$ cat src/cst_pkg.sv
// shared types and codes for the call slot tracker
`timescale 1ns / 1ps

package cst_pkg;

	typedef enum logic [2:0] {
		OP_MAC     = 3'd0,
		OP_SETUP   = 3'd1,
		OP_CONNECT = 3'd2,
		OP_GRANT   = 3'd3,
		OP_RELEASE = 3'd4,
		OP_RESET   = 3'd5,
		OP_QUERY   = 3'd6
	} op_t;

	typedef enum logic [1:0] {
		CS_IDLE   = 2'd0,
		CS_SETUP  = 2'd1,
		CS_ACTIVE = 2'd2
	} call_state_t;

	typedef struct packed {
		call_state_t state;
		logic [15:0] call_number;
		logic [23:0] subscriber;
		logic [3:0]  prio;
		logic [1:0]  mode_flags;
		logic        ctrl_flag;
		logic        svc_flag;
		logic        encrypted_mark;
	} slot_entry_t;

	typedef struct packed {
		logic [2:0]  op;
		logic [1:0]  slot;
		logic [15:0] call_ident;
		logic [23:0] subscriber_id;
		logic [3:0]  call_priority;
		logic [1:0]  mac_enc_mode;
		logic        enc_control;
		logic        service_enc;
	} req_t;

	// running best candidate handed to the compare unit
	typedef struct packed {
		logic       have;
		logic       clear;
		logic [3:0] prio;
	} best_t;

endpackage

$ cat src/cst_if.sv
// request and response channel interfaces
`timescale 1ns / 1ps

interface cst_req_if;
	logic        valid;
	logic        ready;
	logic [2:0]  op;
	logic [1:0]  slot;
	logic [15:0] call_ident;
	logic [23:0] subscriber_id;
	logic [3:0]  call_priority;
	logic [1:0]  mac_enc_mode;
	logic        enc_control;
	logic        service_enc;

	modport source (
		output valid, op, slot, call_ident, subscriber_id, call_priority,
			mac_enc_mode, enc_control, service_enc,
		input ready
	);
	modport sink (
		input valid, op, slot, call_ident, subscriber_id, call_priority,
			mac_enc_mode, enc_control, service_enc,
		output ready
	);
endinterface

interface cst_rsp_if;
	logic       valid;
	logic       ready;
	logic       pick_valid;
	logic [1:0] pick_slot;
	logic [1:0] slot_state;
	logic       slot_clear;

	modport source (
		output valid, pick_valid, pick_slot, slot_state, slot_clear,
		input ready
	);
	modport sink (
		input valid, pick_valid, pick_slot, slot_state, slot_clear,
		output ready
	);
endinterface

$ cat src/cst_table.sv
// per-slot call state register file, one read and one write port
`timescale 1ns / 1ps

module cst_table #(
	parameter int NUM_SLOTS = 4,
	parameter int IDX_W = 2
) (
	input  logic                  clk,
	input  logic                  arst_n,
	input  logic [IDX_W-1:0]      rd_addr,
	output cst_pkg::slot_entry_t  rd_data,
	input  logic                  wr_en,
	input  logic [IDX_W-1:0]      wr_addr,
	input  cst_pkg::slot_entry_t  wr_data
);

	cst_pkg::slot_entry_t entry_q [NUM_SLOTS];

	always_ff @(posedge clk or negedge arst_n) begin
		if (!arst_n) begin
			for (int i = 0; i < NUM_SLOTS; i++) begin
				entry_q[i] <= '0;
			end
		end else if (wr_en) begin
			entry_q[wr_addr] <= wr_data;
		end
	end

	assign rd_data = entry_q[rd_addr];

endmodule

$ cat src/cst_cmp.sv
// shared candidate compare unit used once per scanned slot
`timescale 1ns / 1ps

module cst_cmp (
	input  cst_pkg::slot_entry_t entry,
	input  logic                 mute,
	input  cst_pkg::best_t       best,
	output logic                 better
);

	logic eligible;
	logic clear;

	always_comb begin
		eligible = (entry.state != cst_pkg::CS_IDLE) && !(mute && entry.encrypted_mark);
		clear    = !entry.encrypted_mark;
		// clear beats encrypted, then higher priority; ties keep the earlier slot
		better   = eligible && (!best.have
			|| (clear && !best.clear)
			|| ((clear == best.clear) && (entry.prio > best.prio)));
	end

endmodule

$ cat src/call_slot_tracker_selector_core.sv
// call slot tracker: event update then sequential slot selection scan
//
//   channel | dir | handshake          | payload
//   req     | in  | valid/ready        | op, slot, call_ident, subscriber_id, call_priority,
//           |     |                    | mac_enc_mode, enc_control, service_enc
//   rsp     | out | valid/ready        | pick_valid, pick_slot, slot_state, slot_clear
//   cfg     | in  | cfg_we / cfg_wdata | mute bit for encrypted slots
//
// once a request is accepted, ST_UPDATE updates the addressed slot, ST_SCAN makes one
// compare per slot through the shared compare unit, which reads the slot table through
// its single read port, and ST_DONE loads the response register.
// the next request is taken in the cycle after the load.
// a held response stalls only the final load; the next request waits until then.
// reset clears every slot to idle, the mute bit and the response register at once.
`timescale 1ns / 1ps

module call_slot_tracker_selector_core #(
	parameter int NUM_SLOTS = 4
) (
	input  logic          clk,
	input  logic          arst_n,
	cst_req_if.sink       req,
	cst_rsp_if.source     rsp,
	input  logic          cfg_we,
	input  logic          cfg_wdata
);

	localparam int IDX_W = (NUM_SLOTS > 1) ? $clog2(NUM_SLOTS) : 1;
	localparam int SW    = (IDX_W > 2) ? IDX_W : 2;

	typedef enum logic [1:0] {
		ST_IDLE,
		ST_UPDATE,
		ST_SCAN,
		ST_DONE
	} seq_state_t;

	seq_state_t           state_q;
	cst_pkg::req_t        req_q;
	logic                 ok_q;
	logic                 mute_q;
	logic [IDX_W-1:0]     scan_idx_q;
	cst_pkg::best_t       best_q;
	logic [IDX_W-1:0]     best_slot_q;
	logic [1:0]           addr_state_q;
	logic                 addr_clear_q;
	logic                 rsp_valid_q;
	logic                 rsp_pick_valid_q;
	logic [1:0]           rsp_pick_slot_q;
	logic [1:0]           rsp_slot_state_q;
	logic                 rsp_slot_clear_q;

	logic [SW-1:0]        slot_ext;
	logic [IDX_W-1:0]     slot_idx;
	logic [IDX_W-1:0]     rd_addr;
	cst_pkg::slot_entry_t rd_entry;
	cst_pkg::slot_entry_t new_entry;
	logic                 wr_en;
	logic                 better;
	logic                 req_ok;
	logic                 out_free;
	logic [SW-1:0]        best_slot_ext;

	assign req_ok   = (32'(req.slot) < NUM_SLOTS);
	assign slot_ext = SW'(req_q.slot);
	assign slot_idx = slot_ext[IDX_W-1:0];
	assign rd_addr  = (state_q == ST_SCAN) ? scan_idx_q : slot_idx;
	assign wr_en    = (state_q == ST_UPDATE) && ok_q;
	assign out_free = !rsp_valid_q || rsp.ready;
	assign best_slot_ext = SW'(best_slot_q);

	cst_table #(
		.NUM_SLOTS (NUM_SLOTS),
		.IDX_W     (IDX_W)
	) u_table (
		.clk     (clk),
		.arst_n  (arst_n),
		.rd_addr (rd_addr),
		.rd_data (rd_entry),
		.wr_en   (wr_en),
		.wr_addr (slot_idx),
		.wr_data (new_entry)
	);

	cst_cmp u_cmp (
		.entry  (rd_entry),
		.mute   (mute_q),
		.best   (best_q),
		.better (better)
	);

	// event effect on the addressed slot
	always_comb begin
		new_entry = rd_entry;
		case (cst_pkg::op_t'(req_q.op))
			cst_pkg::OP_MAC: begin
				new_entry.mode_flags = req_q.mac_enc_mode;
				if (rd_entry.state == cst_pkg::CS_IDLE) begin
					new_entry.state = cst_pkg::CS_ACTIVE;
				end
			end
			cst_pkg::OP_SETUP: begin
				new_entry.state       = cst_pkg::CS_SETUP;
				new_entry.call_number = req_q.call_ident;
				new_entry.subscriber  = req_q.subscriber_id;
				new_entry.prio        = req_q.call_priority;
				new_entry.ctrl_flag   = req_q.enc_control;
				new_entry.svc_flag    = req_q.service_enc;
			end
			cst_pkg::OP_CONNECT, cst_pkg::OP_GRANT: begin
				if (rd_entry.state == cst_pkg::CS_IDLE) begin
					new_entry.call_number = req_q.call_ident;
					new_entry.prio        = '0;
				end
				new_entry.state     = cst_pkg::CS_ACTIVE;
				new_entry.ctrl_flag = req_q.enc_control;
				if (cst_pkg::op_t'(req_q.op) == cst_pkg::OP_CONNECT) begin
					new_entry.svc_flag = req_q.service_enc;
				end
			end
			cst_pkg::OP_RELEASE: begin
				// zero id releases whatever call is on the slot
				if (req_q.call_ident == '0 || rd_entry.call_number == req_q.call_ident) begin
					new_entry = '0;
				end
			end
			cst_pkg::OP_RESET: begin
				new_entry = '0;
			end
			default: begin
			end
		endcase
		new_entry.encrypted_mark = (new_entry.mode_flags != '0) || new_entry.ctrl_flag
			|| new_entry.svc_flag;
	end

	always_ff @(posedge clk or negedge arst_n) begin
		if (!arst_n) begin
			state_q          <= ST_IDLE;
			req_q            <= '0;
			ok_q             <= 1'b0;
			mute_q           <= 1'b0;
			rsp_valid_q      <= 1'b0;
			rsp_pick_valid_q <= 1'b0;
			rsp_pick_slot_q  <= '0;
			rsp_slot_state_q <= '0;
			rsp_slot_clear_q <= 1'b0;
			addr_state_q     <= '0;
			addr_clear_q     <= 1'b0;
			best_q           <= '0;
			scan_idx_q       <= '0;
			best_slot_q      <= '0;
		end else begin
			if (cfg_we) begin
				mute_q <= cfg_wdata;
			end
			if (rsp_valid_q && rsp.ready && state_q != ST_DONE) begin
				rsp_valid_q <= 1'b0;
			end
			case (state_q)
				ST_IDLE: begin
					if (req.valid) begin
						req_q   <= cst_pkg::req_t'({req.op, req.slot, req.call_ident,
							req.subscriber_id, req.call_priority, req.mac_enc_mode,
							req.enc_control, req.service_enc});
						ok_q    <= req_ok;
						state_q <= ST_UPDATE;
					end
				end
				ST_UPDATE: begin
					if (ok_q) begin
						addr_state_q <= new_entry.state;
						addr_clear_q <= !new_entry.encrypted_mark;
					end else begin
						addr_state_q <= cst_pkg::CS_IDLE;
						addr_clear_q <= 1'b1;
					end
					scan_idx_q  <= '0;
					best_q      <= '0;
					best_slot_q <= '0;
					state_q     <= ST_SCAN;
				end
				ST_SCAN: begin
					if (better) begin
						best_q.have  <= 1'b1;
						best_q.clear <= !rd_entry.encrypted_mark;
						best_q.prio  <= rd_entry.prio;
						best_slot_q  <= scan_idx_q;
					end
					if (scan_idx_q == IDX_W'(NUM_SLOTS - 1)) begin
						state_q <= ST_DONE;
					end else begin
						scan_idx_q <= scan_idx_q + 1'b1;
					end
				end
				ST_DONE: begin
					if (out_free) begin
						rsp_valid_q      <= 1'b1;
						rsp_pick_valid_q <= best_q.have;
						rsp_pick_slot_q  <= best_q.have ? best_slot_ext[1:0] : 2'd0;
						rsp_slot_state_q <= addr_state_q;
						rsp_slot_clear_q <= addr_clear_q;
						state_q          <= ST_IDLE;
					end
				end
				default: begin
					state_q <= ST_IDLE;
				end
			endcase
		end
	end

	assign req.ready      = (state_q == ST_IDLE);
	assign rsp.valid      = rsp_valid_q;
	assign rsp.pick_valid = rsp_pick_valid_q;
	assign rsp.pick_slot  = rsp_pick_slot_q;
	assign rsp.slot_state = rsp_slot_state_q;
	assign rsp.slot_clear = rsp_slot_clear_q;

endmodule

$ cat src/flat_wrapper.sv
// flat-port wrapper written by rule: the top's interface ports become plain ports
module call_slot_tracker_selector_core_flat 
#(
	parameter int NUM_SLOTS = 4
)
  (clk, arst_n, cfg_we, cfg_wdata, req_valid, req_op, req_slot, req_call_ident, req_subscriber_id, req_call_priority, req_mac_enc_mode, req_enc_control, req_service_enc, req_ready, rsp_valid, rsp_pick_valid, rsp_pick_slot, rsp_slot_state, rsp_slot_clear, rsp_ready);
  cst_req_if req_i ();
  cst_rsp_if rsp_i ();
  input  logic clk;
  input  logic arst_n;
  input  logic cfg_we;
  input  logic cfg_wdata;
  input wire logic [$bits(req_i.valid)-1:0] req_valid;
  input wire logic [$bits(req_i.op)-1:0] req_op;
  input wire logic [$bits(req_i.slot)-1:0] req_slot;
  input wire logic [$bits(req_i.call_ident)-1:0] req_call_ident;
  input wire logic [$bits(req_i.subscriber_id)-1:0] req_subscriber_id;
  input wire logic [$bits(req_i.call_priority)-1:0] req_call_priority;
  input wire logic [$bits(req_i.mac_enc_mode)-1:0] req_mac_enc_mode;
  input wire logic [$bits(req_i.enc_control)-1:0] req_enc_control;
  input wire logic [$bits(req_i.service_enc)-1:0] req_service_enc;
  output wire logic [$bits(req_i.ready)-1:0] req_ready;
  output wire logic [$bits(rsp_i.valid)-1:0] rsp_valid;
  output wire logic [$bits(rsp_i.pick_valid)-1:0] rsp_pick_valid;
  output wire logic [$bits(rsp_i.pick_slot)-1:0] rsp_pick_slot;
  output wire logic [$bits(rsp_i.slot_state)-1:0] rsp_slot_state;
  output wire logic [$bits(rsp_i.slot_clear)-1:0] rsp_slot_clear;
  input wire logic [$bits(rsp_i.ready)-1:0] rsp_ready;
  assign req_i.valid = req_valid;
  assign req_i.op = req_op;
  assign req_i.slot = req_slot;
  assign req_i.call_ident = req_call_ident;
  assign req_i.subscriber_id = req_subscriber_id;
  assign req_i.call_priority = req_call_priority;
  assign req_i.mac_enc_mode = req_mac_enc_mode;
  assign req_i.enc_control = req_enc_control;
  assign req_i.service_enc = req_service_enc;
  assign req_ready = req_i.ready;
  assign rsp_valid = rsp_i.valid;
  assign rsp_pick_valid = rsp_i.pick_valid;
  assign rsp_pick_slot = rsp_i.pick_slot;
  assign rsp_slot_state = rsp_i.slot_state;
  assign rsp_slot_clear = rsp_i.slot_clear;
  assign rsp_i.ready = rsp_ready;
  call_slot_tracker_selector_core #(.NUM_SLOTS(NUM_SLOTS)) u_core (.clk(clk), .arst_n(arst_n), .req(req_i), .rsp(rsp_i), .cfg_we(cfg_we), .cfg_wdata(cfg_wdata));
endmodule
$ cat config.mk
export PLATFORM = sky130hd
export DESIGN_NAME = call_slot_tracker_selector_core_flat
export DESIGN_NICKNAME = d
export VERILOG_FILES = /design/src/cst_pkg.sv /design/src/cst_if.sv /design/src/cst_table.sv /design/src/cst_cmp.sv /design/src/call_slot_tracker_selector_core.sv /design/src/flat_wrapper.sv
export SDC_FILE = /design/constraint.sdc
export NUM_CORES = 1
export LEC_CHECK = 0
export ABC_AREA = 1
export BUFFER_PORTS_ARGS = -buffer_cell sky130_fd_sc_hd__buf_2
export CORE_MARGIN = 5
export CORE_UTILIZATION = 55
export CTS_BUF_LIST = sky130_fd_sc_hd__clkbuf_4 sky130_fd_sc_hd__clkbuf_8 sky130_fd_sc_hd__clkbuf_16
export CTS_CLUSTER_SIZE = 30
export DETAILED_ROUTE_END_ITERATION = 7
export PLACE_DENSITY = 0.74
export SETUP_SLACK_MARGIN = 0.2
export SYNTH_ARGS = -nofsm -noshare
export SYNTH_HDL_FRONTEND = slang
export SYNTH_SLANG_ARGS = --single-unit
$ cat constraint.sdc
create_clock -name clk -period 4.75 [get_ports clk]
set_clock_uncertainty 0.2 [all_clocks]
set_input_delay 0.7125 -clock clk [delete_from_list [all_inputs] [get_ports clk]]
set_output_delay 0.7125 -clock clk [all_outputs]
set_load 0.03 [all_outputs]
==> run_results.csv <==
group,metric,value,unit
synth,avgSynthCellArea,7.788,µm²
critical_path,worstPathRequired,4.88,ns
critical_path,crit_arrival,4.17,ns
placement,dp_hpwl,12290,µm
die,fp.dieArea,17650,µm²
timing,worst_pin_slew,1.130,ns
synth,synth_common_cells,"417 x nand2_1, 161 x dfrtp_1, 110 x inv_1, 72 x nand3_1, 70 x nor2_1",
synth,synth_most_common_cell,"nand2_1",
synth,synth_top_area_share,48.53,%
routing,drc,0,
grt,antenna_found_initial,0,
clocking,post-cts-setup-buffers,0,
clocking,clk_pin_slew,0.06,ns
placement,portBuffers,42,
synth,async_flop_share,100.0,%
power,ir_drop,0.5182,mV
timing,fmax,247.6,MHz
clocking,cts_tree,"built",
finish,nets,1161,
timing,finalSetupViolations,0,
clocking,clock-root-buffer,"clkbuf_16",
critical_path,worstSetupPathType,"reg -> reg",
timing,finalCritPeriodShare,85.03,%
run_status,status,"finished, final reports clean",
critical_path,worstSetupEndpointType,"flip-flop",
power,p_leak,4.846,nW
finish,drive_above_1_share,11.87,%
routing,wl_per_cell,15.74,µm
clocking,numCtsBuffers,17,
finish,area_growth,11.27,%
grt,grt_pass1_vias,6969,
flow_run,drv_cap,0,
timing,holdWs,0.2340,ns
timing,maxSlewViolCount,0,
clocking,clock-sinks,161,
critical_path,start_kind,"flip-flop",
die,core,14980,µm²
placement,routabilityCongestion,0.8161,
timing,fin_tns_setup,0,ns
synth,synth_ff_type,"dfrtp_1",
timing,slew_headroom,24.58,%
synth,synth_cell_types,38,
finish,n_antenna_cell,0,
grt,grt_max_degree,110,
clocking,holdBufCountCts,0,
synth,syn_inst,1066,
routing,drt_pass1_iterations,6,
synth,synth_area,8302,µm²
grt,grt_pass1_wl,34360,µm
synth,synthTopCellsByArea,"dfrtp_1 49%, nand2_1 19%, inv_1 5.0%",
die,rows,45,
clocking,clockBufferDepth,2,
routing,initialDrtViolationCount,585,
synth,ys_warn_count,0,
die,die_h,132.9,µm
die,io_pins,67,
routing,viasPerCell,5.517,
synth,yosys.area.top_type,"dfrtp_1",
timing,rsz0062_at_grt,"no",
timing,min_period,4.039,ns
clocking,htreeDepth,4,
critical_path,cp_max_fo,37,
worst_hold_path,hp-class,"in -> async",
die,die-width,132.9,µm
clocking,worstSkewPairLatency,0.42,ns
synth,synth.ff_latch_count,161,
synth,synth-edff-count,0,
routing,postRouteAntennaNets,0,
timing,hold_viol_final,0,
clocking,cts_resized,0,
routing,num_vias,7128,
grt,grt-ovfl-total,0,
power,powerDensity,843.9,nW/µm²
routing,wl,20340,µm
grt,grtUsageTotal,24.02,%
die,start_util,55.43,%
synth,syn_nets,1135,
synth,yosysSeqAreaShare,48.53,%
## worst max-delay path, cell delays in order (launching register included)
cell      delay, ns
dfrtp_1        0.42
inv_1          0.10
ha_1           0.44
inv_4          0.10
nand2_8        0.24
nand2_4        0.18
inv_2          0.34
nand2_1        0.09
a32oi_1        0.25
ha_1           0.29
nand2_1        0.06
inv_1          0.05
nand3b_1       0.07
nand3_1        0.07
a311oi_1       0.23
nor3_1         0.09
o21ai_2        0.19
nand2_1        0.29
o22ai_1        0.22
## final timing paths
| kind | slack (ns) | cells after the start | from | end |
|---|---|---|---|---|
| worst max-delay path | 0.71 | 18 | u_core.state_q[0]$_DFFE_PN0P_ | u_core.best_q[2]$_DFFE_PN0P_ |
| worst min-delay path | 0.23 | 1 | arst_n | u_core.u_table.entry_q[89]$_DFFE_PN0P_ |
| worst max register to register | 0.71 | 18 | u_core.state_q[0]$_DFFE_PN0P_ | u_core.best_q[2]$_DFFE_PN0P_ |
| worst min register to register | 0.27 | 2 | u_core.ok_q$_DFFE_PN0P_ | u_core.ok_q$_DFFE_PN0P_ |
| max in group asynchronous | 3.30 | 2 | arst_n | u_core.best_q[3]$_DFFE_PN0P_ |
| min in group clk | 0.27 | 2 | u_core.ok_q$_DFFE_PN0P_ | u_core.ok_q$_DFFE_PN0P_ |
## per-layer routing
metal	up-vias	global-route usage (%)	wire length, µm
li1	3453	-	-
met1	3370	32.52	8851
met2	268	38.60	9682
met3	37	4.449	1410
met4	0	9.122	396
met5	-	0	0
## per-stage QoR
stage               power, W  instances  worst slack, ns  utilization (%)  area [µm²]
detailed placement  0.006333       1261           0.7346            57.62        8630
CTS                 0.007793       1292           0.6910            61.68        9238
finish              0.007795       1292           0.7113            61.68        9238
floorplan           0.005428       1066            1.377                -        8302
global route        0.008439       1292           0.2980            61.68        9238
global placement    0.006236       1261           0.7594            57.62        8630
## layout by cell type (no fill, tap or decap), types with 2 or more instances in the layout
cell        synthesis  layout
a21oi_1            36      36
a311oi_1            2       2
a31oi_1            15      15
a32o_1              2       2
a32oi_1             4       4
buf_2              10      41
buf_4               5      12
bufinv_16           0       3
clkbuf_16           0      17
clkbuf_8            0       2
clkinv_2            0       3
clkinvlp_4          0       2
dfrtp_1           161     161
ha_1               10      10
inv_1             110     110
inv_2               3       3
inv_6               0       3
mux2_2              5       5
nand2_1           417     416
nand2_4             2       2
nand3_1            72      72
nand3b_1           30      30
nor2_1             70      70
nor3_1              6       2
nor3_2              0       4
nor4_1              2       2
o21ai_0            24      24
o21ai_2             3       3
o22ai_1            10      10
o22ai_2            21      21
or2_2               2       2
## power breakdown
| group | leakage (nW) | internal [W] | switching, W |
|---|---|---|---|
| sequential | 2.02 | 0.00193 | 0.000317 |
| clock | 0.296 | 0.000855 | 0.000561 |
| combinational | 2.53 | 0.00139 | 0.00274 |
| total | 4.85 | 0.00418 | 0.00362 |
## state kept, by name (all words and copies together), names as in the netlist
| register | cells |
|---|---|
| u_core.scan_idx_q | 2 |
| u_core.slot_ext | 2 |
| u_core.u_table.entry_q | 108 |
| u_core.rsp.pick_slot | 2 |
| u_core.rsp.slot_state | 2 |
| u_core.addr_state_q | 2 |
| u_core.ok_q | 1 |
| u_core.rsp.valid | 1 |
| u_core.mute_q | 1 |
| u_core.addr_clear_q | 1 |
| u_core.rsp.pick_valid | 1 |
| u_core.rsp.slot_clear | 1 |
| u_core.state_q | 2 |
| u_core.best_slot_ext | 2 |
| u_core.req_q | 27 |
| u_core.best_q | 6 |
## cell families (layout without fill, tap and decap cells)
group,after synthesis,after routing,share of synthesized area (%)
and+or+nand+nor,603,603,30.32
buffers and inverters,162,200,8.274
DFF,161,161,48.53
AOI/OAI and AO/OA,125,125,10.69
adders and majority gates,10,10,1.507
muxes,5,5,0.6782
## cell type report
type	count	area [µm²]
clock buffer	19	452.9
clock inverter	12	155.1
fill	1298	5739
inverter	114	430.4
multi-input combinational	743	3608
sequential	161	4029
tap	188	235.2
timing repair buffer	55	326.6
(Power assumes the default switching activity.)
